--- src/slu_pkg.sv ---
// Shared types, codes and helper functions for the string literal unescaper.
`default_nettype none

package slu_pkg;

  // Decoder mode: where we are inside the string body.
  typedef enum logic [1:0] {
    MODE_BODY = 2'd0,
    MODE_ESC  = 2'd1,
    MODE_HEX  = 2'd2,
    MODE_UNI  = 2'd3
  } mode_t;

  // Kind of one result item.
  typedef enum logic [2:0] {
    KIND_DATA   = 3'd0,
    KIND_END    = 3'd1,
    KIND_BADCHR = 3'd2,
    KIND_BADESC = 3'd3,
    KIND_BADHEX = 3'd4,
    KIND_BADUNI = 3'd5,
    KIND_BADCP  = 3'd6
  } kind_t;

  localparam logic [7:0] CHAR_QUOTE      = 8'h22;
  localparam logic [7:0] CHAR_APOSTROPHE = 8'h27;
  localparam logic [7:0] CHAR_BACKSLASH  = 8'h5C;
  localparam logic [7:0] CHAR_ZERO       = 8'h30;
  localparam logic [7:0] CHAR_LOWER_A    = 8'h61;
  localparam logic [7:0] CHAR_LOWER_B    = 8'h62;
  localparam logic [7:0] CHAR_LOWER_F    = 8'h66;
  localparam logic [7:0] CHAR_LOWER_N    = 8'h6E;
  localparam logic [7:0] CHAR_LOWER_R    = 8'h72;
  localparam logic [7:0] CHAR_LOWER_T    = 8'h74;
  localparam logic [7:0] CHAR_LOWER_U    = 8'h75;
  localparam logic [7:0] CHAR_LOWER_X    = 8'h78;
  localparam logic [7:0] PRINT_LOW       = 8'h20;
  localparam logic [7:0] PRINT_HIGH      = 8'h7F;

  localparam int unsigned MAX_RESULTS = 3;

  // All results caused by one request. Only the first may be a non-data kind.
  typedef struct packed {
    logic [1:0]       count;
    kind_t            kind;
    logic [2:0][7:0]  bytes;
  } group_t;

  // Hex digit value; bit 4 is set when the byte is a valid hex digit.
  function automatic logic [4:0] hex_digit(input logic [7:0] c);
    logic [4:0] r;
    r = 5'd0;
    if (c >= 8'h30 && c <= 8'h39) begin
      r = {1'b1, c[3:0]};
    end else if ((c >= 8'h61 && c <= 8'h66) || (c >= 8'h41 && c <= 8'h46)) begin
      r = {1'b1, c[3:0] + 4'd9};
    end
    return r;
  endfunction

endpackage

`default_nettype wire

--- src/slu_decoder.sv ---
// Escape decoder: mode, digit state and the result group for each request.
`default_nettype none

module slu_decoder (
  input  wire logic            clk,
  input  wire logic            rst,
  input  wire logic            cfg_write,
  input  wire logic            cfg_data,
  input  wire logic            accept,
  input  wire logic [7:0]      in_byte,
  output logic                 push,
  output slu_pkg::group_t      grp
);
  import slu_pkg::*;

  mode_t       mode, mode_next;
  logic [1:0]  digit_count, digit_count_next;
  logic [15:0] accum, accum_next;
  logic        reject_surrogates;

  logic [4:0]  hv;
  logic [15:0] u;

  assign hv = hex_digit(in_byte);
  assign u  = {accum[11:0], hv[3:0]};

  always_comb begin
    mode_next        = mode;
    digit_count_next = digit_count;
    accum_next       = accum;
    grp.count        = 2'd0;
    grp.kind         = KIND_DATA;
    grp.bytes        = '0;
    unique case (mode)
      MODE_BODY: begin
        grp.count = 2'd1;
        if (in_byte == CHAR_BACKSLASH) begin
          mode_next = MODE_ESC;
          grp.count = 2'd0;
        end else if (in_byte == CHAR_QUOTE) begin
          grp.kind = KIND_END;
        end else if (in_byte >= PRINT_LOW && in_byte <= PRINT_HIGH) begin
          grp.bytes[0] = in_byte;
        end else begin
          grp.kind = KIND_BADCHR;
        end
      end
      MODE_ESC: begin
        digit_count_next = 2'd0;
        accum_next       = 16'd0;
        if (in_byte == CHAR_LOWER_X) begin
          mode_next = MODE_HEX;
        end else if (in_byte == CHAR_LOWER_U) begin
          mode_next = MODE_UNI;
        end else begin
          mode_next = MODE_BODY;
          grp.count = 2'd1;
          case (in_byte)
            CHAR_LOWER_T: grp.bytes[0] = 8'h09;
            CHAR_LOWER_N: grp.bytes[0] = 8'h0A;
            CHAR_LOWER_R: grp.bytes[0] = 8'h0D;
            CHAR_LOWER_A: grp.bytes[0] = 8'h07;
            CHAR_LOWER_B: grp.bytes[0] = 8'h08;
            CHAR_LOWER_F: grp.bytes[0] = 8'h0C;
            CHAR_ZERO:    grp.bytes[0] = 8'h00;
            CHAR_BACKSLASH, CHAR_QUOTE, CHAR_APOSTROPHE: grp.bytes[0] = in_byte;
            default:      grp.kind = KIND_BADESC;
          endcase
        end
      end
      MODE_HEX: begin
        if (!hv[4]) begin
          mode_next        = MODE_BODY;
          digit_count_next = 2'd0;
          accum_next       = 16'd0;
          grp.count        = 2'd1;
          grp.kind         = KIND_BADHEX;
        end else if (digit_count == 2'd0) begin
          accum_next       = {12'd0, hv[3:0]};
          digit_count_next = 2'd1;
        end else begin
          mode_next        = MODE_BODY;
          digit_count_next = 2'd0;
          accum_next       = 16'd0;
          grp.count        = 2'd1;
          grp.bytes[0]     = {accum[3:0], hv[3:0]};
        end
      end
      MODE_UNI: begin
        if (!hv[4]) begin
          mode_next        = MODE_BODY;
          digit_count_next = 2'd0;
          accum_next       = 16'd0;
          grp.count        = 2'd1;
          grp.kind         = KIND_BADUNI;
        end else if (digit_count != 2'd3) begin
          accum_next       = u;
          digit_count_next = digit_count + 2'd1;
        end else begin
          mode_next        = MODE_BODY;
          digit_count_next = 2'd0;
          accum_next       = 16'd0;
          // Reject a surrogate when enabled; else encode the code point as UTF-8, one to three bytes.
          if (reject_surrogates && u >= 16'hD800 && u <= 16'hDFFF) begin
            grp.count = 2'd1;
            grp.kind  = KIND_BADCP;
          end else if (u < 16'h0080) begin
            grp.count    = 2'd1;
            grp.bytes[0] = u[7:0];
          end else if (u < 16'h0800) begin
            grp.count    = 2'd2;
            grp.bytes[0] = {3'b110, u[10:6]};
            grp.bytes[1] = {2'b10, u[5:0]};
          end else begin
            grp.count    = 2'd3;
            grp.bytes[0] = {4'b1110, u[15:12]};
            grp.bytes[1] = {2'b10, u[11:6]};
            grp.bytes[2] = {2'b10, u[5:0]};
          end
        end
      end
      default: begin
        mode_next = MODE_BODY;
      end
    endcase
  end

  assign push = accept && (grp.count != 2'd0);

  always_ff @(posedge clk) begin
    if (rst) begin
      mode              <= MODE_BODY;
      digit_count       <= 2'd0;
      accum             <= 16'd0;
      reject_surrogates <= 1'b1;
    end else begin
      if (accept) begin
        mode        <= mode_next;
        digit_count <= digit_count_next;
        accum       <= accum_next;
      end
      if (cfg_write) begin
        reject_surrogates <= cfg_data;
      end
    end
  end

endmodule

`default_nettype wire

--- src/slu_out_queue.sv ---
// Two-entry queue of result groups, sent out one result per cycle while out_ready is high.
`default_nettype none

module slu_out_queue (
  input  wire logic            clk,
  input  wire logic            rst,
  input  wire logic            push,
  input  wire slu_pkg::group_t grp,
  output logic                 full,
  output logic                 out_valid,
  input  wire logic            out_ready,
  output logic [7:0]           out_byte,
  output logic [2:0]           kind,
  output logic                 last
);
  import slu_pkg::*;

  group_t      entries [2];
  logic        wr_ptr, rd_ptr;
  logic [1:0]  fill;
  logic [1:0]  idx;
  group_t      head;
  logic        pop;

  assign head      = entries[rd_ptr];
  assign full      = (fill == 2'd2);
  assign out_valid = (fill != 2'd0);
  assign out_byte  = head.bytes[idx];
  // Only the first result of a group can carry a non-data kind.
  assign kind      = (idx == 2'd0) ? head.kind : KIND_DATA;
  assign last      = (idx == head.count - 2'd1);
  assign pop       = out_valid && out_ready && last;

  always_ff @(posedge clk) begin
    if (push) begin
      entries[wr_ptr] <= grp;
    end
  end

  always_ff @(posedge clk) begin
    if (rst) begin
      wr_ptr <= 1'b0;
      rd_ptr <= 1'b0;
      fill   <= 2'd0;
      idx    <= 2'd0;
    end else begin
      if (push) begin
        wr_ptr <= ~wr_ptr;
      end
      if (out_valid && out_ready) begin
        idx <= last ? 2'd0 : idx + 2'd1;
      end
      if (pop) begin
        rd_ptr <= ~rd_ptr;
      end
      if (push && !pop) begin
        fill <= fill + 2'd1;
      end else if (pop && !push) begin
        fill <= fill - 2'd1;
      end
    end
  end

endmodule

`default_nettype wire

--- src/string_literal_unescaper.sv ---
// Top level of the string literal unescaper.
`default_nettype none

// Takes one raw byte of a quoted string body per request and returns the
// unescaped bytes, an end marker on the closing quote, or an error kind. A
// request is taken in every cycle while the two-entry result queue has room;
// each request yields zero to three results (a simple escape yields one byte
// for two requests), and the output side sends one result per cycle while
// out_ready is high, so plain bytes run at one byte per cycle. The surrogate
// check follows reject_surrogates, written through cfg_write; the user must write
// it only while the block is idle, which the block itself does not enforce.
module string_literal_unescaper (
  input  wire logic       clk,
  input  wire logic       rst,
  input  wire logic       cfg_write,
  input  wire logic       cfg_data,
  input  wire logic       in_valid,
  output logic            in_ready,
  input  wire logic [7:0] in_byte,
  output logic            out_valid,
  input  wire logic       out_ready,
  output logic [7:0]      out_byte,
  output logic [2:0]      kind,
  output logic            last
);
  import slu_pkg::*;

  logic   accept;
  logic   push;
  logic   full;
  group_t grp;

  assign in_ready = !full;
  assign accept   = in_valid && in_ready;

  slu_decoder u_decoder (
    .clk       (clk),
    .rst       (rst),
    .cfg_write (cfg_write),
    .cfg_data  (cfg_data),
    .accept    (accept),
    .in_byte   (in_byte),
    .push      (push),
    .grp       (grp)
  );

  slu_out_queue u_out_queue (
    .clk       (clk),
    .rst       (rst),
    .push      (push),
    .grp       (grp),
    .full      (full),
    .out_valid (out_valid),
    .out_ready (out_ready),
    .out_byte  (out_byte),
    .kind      (kind),
    .last      (last)
  );

endmodule

`default_nettype wire
--- config.mk ---
export PLATFORM = sky130hd
export DESIGN_NAME = string_literal_unescaper
export DESIGN_NICKNAME = d
export VERILOG_FILES = /design/src/slu_pkg.sv /design/src/slu_decoder.sv /design/src/slu_out_queue.sv /design/src/string_literal_unescaper.sv
export SDC_FILE = /design/constraint.sdc
export NUM_CORES = 1
export LEC_CHECK = 0
export BUFFER_PORTS_ARGS = -buffer_cell sky130_fd_sc_hd__buf_2
export CAP_MARGIN = 20
export CORE_AREA = 8 8 97 108
export CTS_BUF_LIST = sky130_fd_sc_hd__clkbuf_16
export DETAILED_ROUTE_END_ITERATION = 8
export DIE_AREA = 0 0 105 116
export HOLD_SLACK_MARGIN = 0.15
export PLACE_DENSITY = 0.66
export SETUP_SLACK_MARGIN = 0.1
export SLEW_MARGIN = 5
export SYNTH_ARGS = -nofsm -noshare
export SYNTH_HDL_FRONTEND = slang
export SYNTH_SLANG_ARGS = --single-unit
--- constraint.sdc ---
create_clock -name clk -period 5.84 [get_ports clk]
set_input_delay 0.292 -clock clk [delete_from_list [all_inputs] [get_ports clk]]
set_output_delay 0.292 -clock clk [all_outputs]
set_load 0.05 [all_outputs]
# Word level (Yosys, flattened, before mapping)
# Memories as Yosys holds them, arrays and structs flattened. A register that Yosys moved wholly into a read port is not among the register bits.
# Cells that the tools add are included.
[op_classes]
reduce_logical = 27
n_bitwise = 2
order_cmp = 13
n_addsub = 6
muxes = 63
n_eq_ne = 21
[ops]
columns = ["op", "n"]
rows = [
  ["$mux 8", 10],
  ["$eq 8x7->1 const B", 9],
  ["$pmux 8 s7", 1],
  ["$mux 24", 2],
  ["$mux 12", 3],
  ["$mux 2", 18],
  ["$pmux 12 s3", 1],
  ["$mux 16", 2],
  ["$pmux 8 s4", 1],
  ["$mux 29", 1],
  ["$eq 8x6->1 const B", 3],
  ["$le 8x7->1 const B", 3],
  ["$mux 5", 4],
  ["$pmux 5 s4", 1],
  ["$bmux 8 s2", 1],
  ["$ge 16x16->1 const B", 1],
  ["$ge 8x6->1 const B", 2],
  ["$ge 8x7->1 const B", 2],
  ["$le 16x16->1 const B", 1],
  ["$lt 16x12->1 const B", 1],
  ["$lt 16x8->1 const B", 1],
  ["$mux 3", 5],
  ["$mux 14", 1],
  ["$logic_and 1x1->1", 12],
  ["other kinds (25)", 46],
]
[word_totals]
mem_bits_rw = 58
out_inout_bits = 14
word_cells = 141
inputBits = 14
mem_count = 1
reg_bits = 23
[memory_table]
columns = ["memory", "words", "width", "read_ports", "rd_ports_with_merged_regs", "wr", "line", "source"]
rows = [
  ["u_out_queue.entries", 2, 29, 1, 1, 1, "slu_out_queue.sv:18", "group_t entries [2];"],
]

# Depth between registers and ports, before layout
[logic_depth]
depth_word = 18
ltp_mapped = 12
mapped_depth_nobuf = 12

# By module
# Synthesis repeated with hierarchy kept, for this count alone.
[unflattened]
hier_cells = 403
hier_area_um2 = 4404.2
[by_module_without_submodules]
columns = ["module", "cells_per_inst", "area_each_um2", "seq_area_each_um2", "n_inst"]
rows = [
  ["slu_out_queue", 145, 2548.7, 1881.8, 1],
  ["slu_decoder", 256, 1845.5, 340.3, 1],
  ["string_literal_unescaper", 2, 10.0, 0.0, 1],
]

# Least setup slack after synthesis
# OpenSTA, ideal clock, no wires.
[synth_path]
path_type = "register to register"
from = "reg u_decoder.digit_count[0]"
to = "mem u_out_queue.entries[1][0] (netlist bit) (enable)"
slack_ns = 2.655
n_path_buf = 0
period_less_slack_ns = 3.185
t_required_ns = 5.429
arrival_ns = 2.775
path_stages_with_launch = 8
setup_time_ns = 0.411
path_cell_list = "dfxtp_1 -> ha_1 -> and3_1 -> o21ai_1 -> a21o_1 -> nor2_1 -> o21ai_4 -> nor2_1"
[synth_via]
elab_chain_len = 8
elab_cells_between_ends = 11
classes_between = "eq/ne (1); mux (7); reduce/logical (3)"
[synth_rtl]
columns = ["item", "line", "source"]
rows = [
  ["start, declared", "slu_decoder.sv:17", "logic [1:0] digit_count, digit_count_next;"],
  ["start signal, assigned", "slu_decoder.sv:139", "digit_count <= digit_count_next;"],
  ["$ne 2x2->1 / $logic_not 2->1 (equally long branches)", "slu_decoder.sv:96, slu_decoder.sv:78", ""],
  ["$mux 29 / $mux 1 (equally long branches)", "slu_decoder.sv:96, slu_decoder.sv:78", ""],
  ["$mux 5 / $mux 2 (equally long branches)", "slu_decoder.sv:90, slu_decoder.sv:72", ""],
  ["$pmux 5 s4 *", "slu_decoder.sv:34", "unique case (mode)"],
  ["$reduce_bool 2->1 *", "slu_decoder.sv:128", "assign push = accept && (grp.count != 2'd0);"],
  ["$logic_and 1x1->1 *", "slu_decoder.sv:128", ""],
  ["$mux 1 *", "slu_out_queue.sv:35", "if (push) begin"],
  ["$mux 1 (implied by the code) *", "slu_out_queue.sv:36", "entries[wr_ptr] <= grp;"],
  ["end, declared", "slu_out_queue.sv:18", ""],
]
# Mark *: on every way between the ends. The rest lies on a longest branch, timed or not.

# Final worst setup path
[layout_path]
from = "reg u_decoder.accum[8]"
to = "reg u_out_queue.fill[1]"
[layout_via]
elab_chain_len = 12
elab_cells_between_ends = 19
classes_between = "order compare (4); mux (7); reduce/logical (8)"
[layout_rtl]
columns = ["item", "line", "source"]
rows = [
  ["start, declared", "slu_decoder.sv:18", "logic [15:0] accum, accum_next;"],
  ["start signal, assigned", "slu_decoder.sv:140", "accum <= accum_next;"],
  ["$lt 16x12->1 / $ge 16x16->1 (equally long branches)", "slu_decoder.sv:110, slu_decoder.sv:104", ""],
  ["$mux 1 / $logic_and 1x1->1 (equally long branches)", "slu_decoder.sv:110, slu_decoder.sv:104", ""],
  ["$mux 2 / $logic_and 1x1->1 (equally long branches)", "slu_decoder.sv:107, slu_decoder.sv:104", ""],
  ["$mux 2 *", "slu_decoder.sv:104", "if (reject_surrogates && u >= 16'hD800 && u <= 16'hDFFF) begin"],
  ["$mux 29 *", "slu_decoder.sv:96", "end else if (digit_count != 2'd3) begin"],
  ["$mux 5 *", "slu_decoder.sv:90", "if (!hv[4]) begin"],
  ["$pmux 5 s4 *", "slu_decoder.sv:34", ""],
  ["$reduce_bool 2->1 *", "slu_decoder.sv:128", ""],
  ["$logic_and 1x1->1 *", "slu_decoder.sv:128", ""],
  ["via push", "string_literal_unescaper.sv:29", "logic push;"],
  ["$logic_not 1->1", "slu_out_queue.sv:58", "end else if (pop && !push) begin"],
  ["$logic_and 1x1->1", "slu_out_queue.sv:58", ""],
  ["$reduce_bool 2->1 (no line)", "--", ""],
  ["end signal, assigned", "slu_out_queue.sv:57", "fill <= fill + 2'd1;"],
  ["end signal, assigned", "slu_out_queue.sv:59", "fill <= fill - 2'd1;"],
  ["end, declared", "slu_out_queue.sv:20", "logic [1:0] fill;"],
]
# Mark *: on every way through the listed nets, which the timed path passes. The rest lies on a longest branch.
# A chain may end at the register's enable or synchronous reset.

==> flow_metrics.py <==
metrics = {
    "status": {
        "status": "finished, final reports clean",
    },
    "timing": {
        "slew_violations": 0,
        "rsz0062_at_grt": "no",
        "worst_pin_slew_ps": 708,
        "hold_viol": 0,
        "finalSetupViolCount": 0,
        "fin_setup_tns_ps": 0,
        "fin_crit_sh_pct": 50.3,
        "min_period_ps": 2940,
        "slew_headroom_pct": 52.4,
        "fmaxAchievable_mhz": 340,
        "fin_worst_skew_ps": 9.44,
        "hold_ws_ps": 166,
    },
    "synthesis": {
        "synth_area_leaders": "edfxtp_1 (39%), dfxtp_1 (12%), nor2_1 (5.1%), mux2i_1 (4.1%), mux4_2 (3.8%)",
        "synth_xor_area_share_pct": 0.844,
        "synth-seq-cells": 78,
        "ys.flop_type": "edfxtp_1",
        "yosysSeqAreaShare_pct": 50.7,
        "syn_inst": 401,
        "synth_top_area_share_pct": 39.1,
        "yosys_warnings": 0,
        "synth_largest_area_cell": "edfxtp_1",
        "synth_mux_area_share_pct": 8.26,
        "synth_top_family_by_area": "simple AND/OR/NAND/NOR gates",
        "synthAdderAreaFrac_pct": 2.71,
        "synth_edf_count": 54,
        "synth_common_cells": "nor2_1 (56), edfxtp_1 (54), nand2_1 (31)",
        "synth_compound_area_share_pct": 16.4,
        "syn_nets": 424,
        "async_flop_share_pct": 0,
        "synth_cell_types": 59,
        "syn_area_per_cell_um2": 10.3,
        "synthSimpleGateAreaFrac_pct": 18.2,
        "yosysMostFrequentCell": "nor2_1",
        "syn-cell-area_um2": 4150,
    },
    "run": {
        "maxCapViolCount": 0,
    },
    "routing": {
        "post-route-drc-count": 0,
        "first_iter_violations": 428,
        "vias": 3261,
        "wl_mm": 9.92,
        "wl_per_cell_um": 18.2,
        "ant_nets": 0,
        "avgViaCountPerCell": 5.98,
        "firstDrtPassIters": 6,
    },
    "clocking": {
        "cts_max_path_buffers": 2,
        "clock-root-buffer": "clkbuf_16",
        "post-cts-setup-buffers": 0,
        "cts_resized": 0,
        "cts_hold_buf": 0,
        "clk_latency_ps": 330,
        "clock-sinks": 78,
        "cts_htree_levels": 3,
        "path_clk_slew_ps": 60,
        "cts_tree": "done",
        "cts_buffers": 9,
    },
    "layout": {
        "final_area_um2": 4690,
        "area_delta_synth_final_pct": 13.1,
        "layout-drive-gt1-share_pct": 14.6,
        "layout.nets": 449,
        "nFillCells": 782,
        "diodes": 0,
    },
    "grt": {
        "antenna_found_initial": 0,
        "overflow": 0,
        "grt_max_degree": 26,
        "grt_usage_pct": 16.4,
        "grt_first_pass_wirelength_mm": 16.0,
        "grt_pass1_vias": 3010,
    },
    "power_and_ir_drop": {
        "p_seq_share_pct": 40.6,
        "ir_drop_v": 0.000151,
        "p_leak_nw": 1.65,
        "power_mw": 1.72,
        "internal-power_mw": 1.14,
        "power_frac_comb_pct": 28.2,
        "power.density_nw_per_um2": 367,
        "pwr-share-clk_pct": 31.2,
        "p_sw_share_pct": 34.1,
        "p_sw_uw": 587,
    },
    "setup_path": {
        "critPathKind": "reg -> reg",
        "crit_family": "simple AND/OR/NAND/NOR gates",
        "slowest_stage": "nor2_1",
        "required_ps": 6100,
        "start_kind": "flop",
        "cp_common_cell": "nor2_1",
        "crit_chain": "nor4_1, nand2b_1, nor2_1, nor2_1, o21ai_4, inv_1, ha_1, or3_1, a21oi_1",
        "cp-end-kind": "flop",
        "critPathBufInv": 1,
        "critPathArrivalTime_ps": 3200,
        "crit_fanout": 15,
        "max_stage_delay_ps": 440,
    },
    "place": {
        "port_buffers": 27,
        "globalplace.congestion": 0.930,
        "place.detailed.hpwl_mm": 7.23,
        "placed_area_um2": 4400,
    },
    "die": {
        "die_h_um": 116,
        "core-area_um2": 8650,
        "core.rowCount": 36,
        "initial_core_util_pct": 48.0,
        "die_w_um": 105,
        "die-area_um2": 12200,
        "io-pin-count": 28,
    },
    "hold_path": {
        "hold_class": "in -> reg",
    },
}
cell families (layout without fill, tap and decap cells):
family                   Yosys count  count (layout)
AO/OA/AOI/OAI                    103             103
XOR/XNOR                           4               4
adder cells (fa/ha/maj)            9               9
buffers and inverters             31              61
flip-flops                        78              78
multiplexers                      25              25
AND/OR/NAND/NOR                  151             151
stage by stage:
| stage | setup WS, ps | instances | util, % |
|---|---|---|---|
| floorplan | 2650 | 401 | - |
| global placement | 2980 | 529 | 50.9 |
| detailed placement | 2880 | 529 | 50.9 |
| CTS | 2940 | 545 | 54.3 |
| global route | 2730 | 545 | 54.3 |
| finish | 2900 | 545 | 54.3 |
power by group through the flow:
stage / combinational (mW) / clock, mW / sequential, mW
2_1_floorplan: 0.386 / 0 / 0.702
3_3_place_gp: 0.490 / 0 / 0.710
3_5_place_dp: 0.493 / 0 / 0.712
4_1_cts: 0.494 / 0.542 / 0.701
5_1_grt: 0.528 / 0.570 / 0.708
6_report: 0.486 / 0.537 / 0.700
per-layer routing:
metal | up-vias | GRT usage, % | wire (um) | part of all wire, %
met5 | - | 0 | 0 | 0
met4 | 0 | 5.43 | 178 | 1.8
met3 | 20 | 3.50 | 562 | 5.7
met2 | 123 | 26.3 | 4710 | 47
met1 | 1565 | 21.7 | 4470 | 45
li1 | 1553 | - | - | -
sequential cells by signal, summed over array words and instances (netlist names), named ones only:
signal and cells:
u_out_queue.entries 54, u_decoder.accum 12, u_decoder.digit_count 2, u_decoder.mode 2, u_out_queue.fill 2, u_out_queue.idx 2, u_decoder.reject_surrogates 1, u_out_queue.rd_ptr 1
u_out_queue.wr_ptr 1
final timing paths:
| check | start | depth (start not counted) | to | slack (ps) |
|---|---|---|---|---|
| setup reg to reg | u_decoder.accum[8]$_SDFFE_PP0P_ | 9 | u_out_queue.fill[1]$_SDFFE_PP0P_ | 2900 |
| hold reg to reg | u_out_queue.fill[1]$_SDFFE_PP0P_ | 2 | u_out_queue.fill[1]$_SDFFE_PP0P_ | 510 |
| setup / recovery | u_decoder.accum[8]$_SDFFE_PP0P_ | 9 | u_out_queue.fill[1]$_SDFFE_PP0P_ | 2900 |
| hold / removal | cfg_data | 2 | u_decoder.reject_surrogates$_SDFFE_PP1P_ | 170 |
layout by cell type, fill, tap and decap left out, types with 4 or more instances in the layout:
cell / netlist / layout
a21oi_1: 24 / 24
a22oi_1: 18 / 18
a31oi_1: 4 / 4
and3_1: 4 / 4
buf_2: 2 / 27
buf_4: 0 / 5
clkbuf_16: 0 / 10
dfxtp_1: 24 / 24
edfxtp_1: 54 / 54
ha_1: 9 / 9
inv_1: 12 / 13
mux2i_1: 17 / 17
mux4_2: 7 / 7
nand2_1: 31 / 31
nand2b_1: 6 / 6
nand3_1: 8 / 8
nor2_1: 56 / 54
nor2b_1: 8 / 8
nor3_1: 9 / 9
nor3b_1: 5 / 5
nor4_1: 4 / 4
o21ai_0: 25 / 25
area by class of cell:
cell class,instances,area (um2),share of cell area (%)
flip-flops and latches,78,2100,44.8
multi-input cells,292,1930,41.2
clock buffers,10,250,5.33
repair buffers,32,173,3.68
well taps,114,143,3.04
inverters,13,48.8,1.04
clock inverters,6,43.8,0.933
worst register-to-register path, stage by stage, from the launching register on:
cell and delay (ps):
dfxtp_1 340, nor4_1 370, nand2b_1 350, nor2_1 450, nor2_1 210, o21ai_4 250
inv_1 70, ha_1 320, or3_1 380, a21oi_1 140
Note: power is estimated with default switching activity, not from simulation.
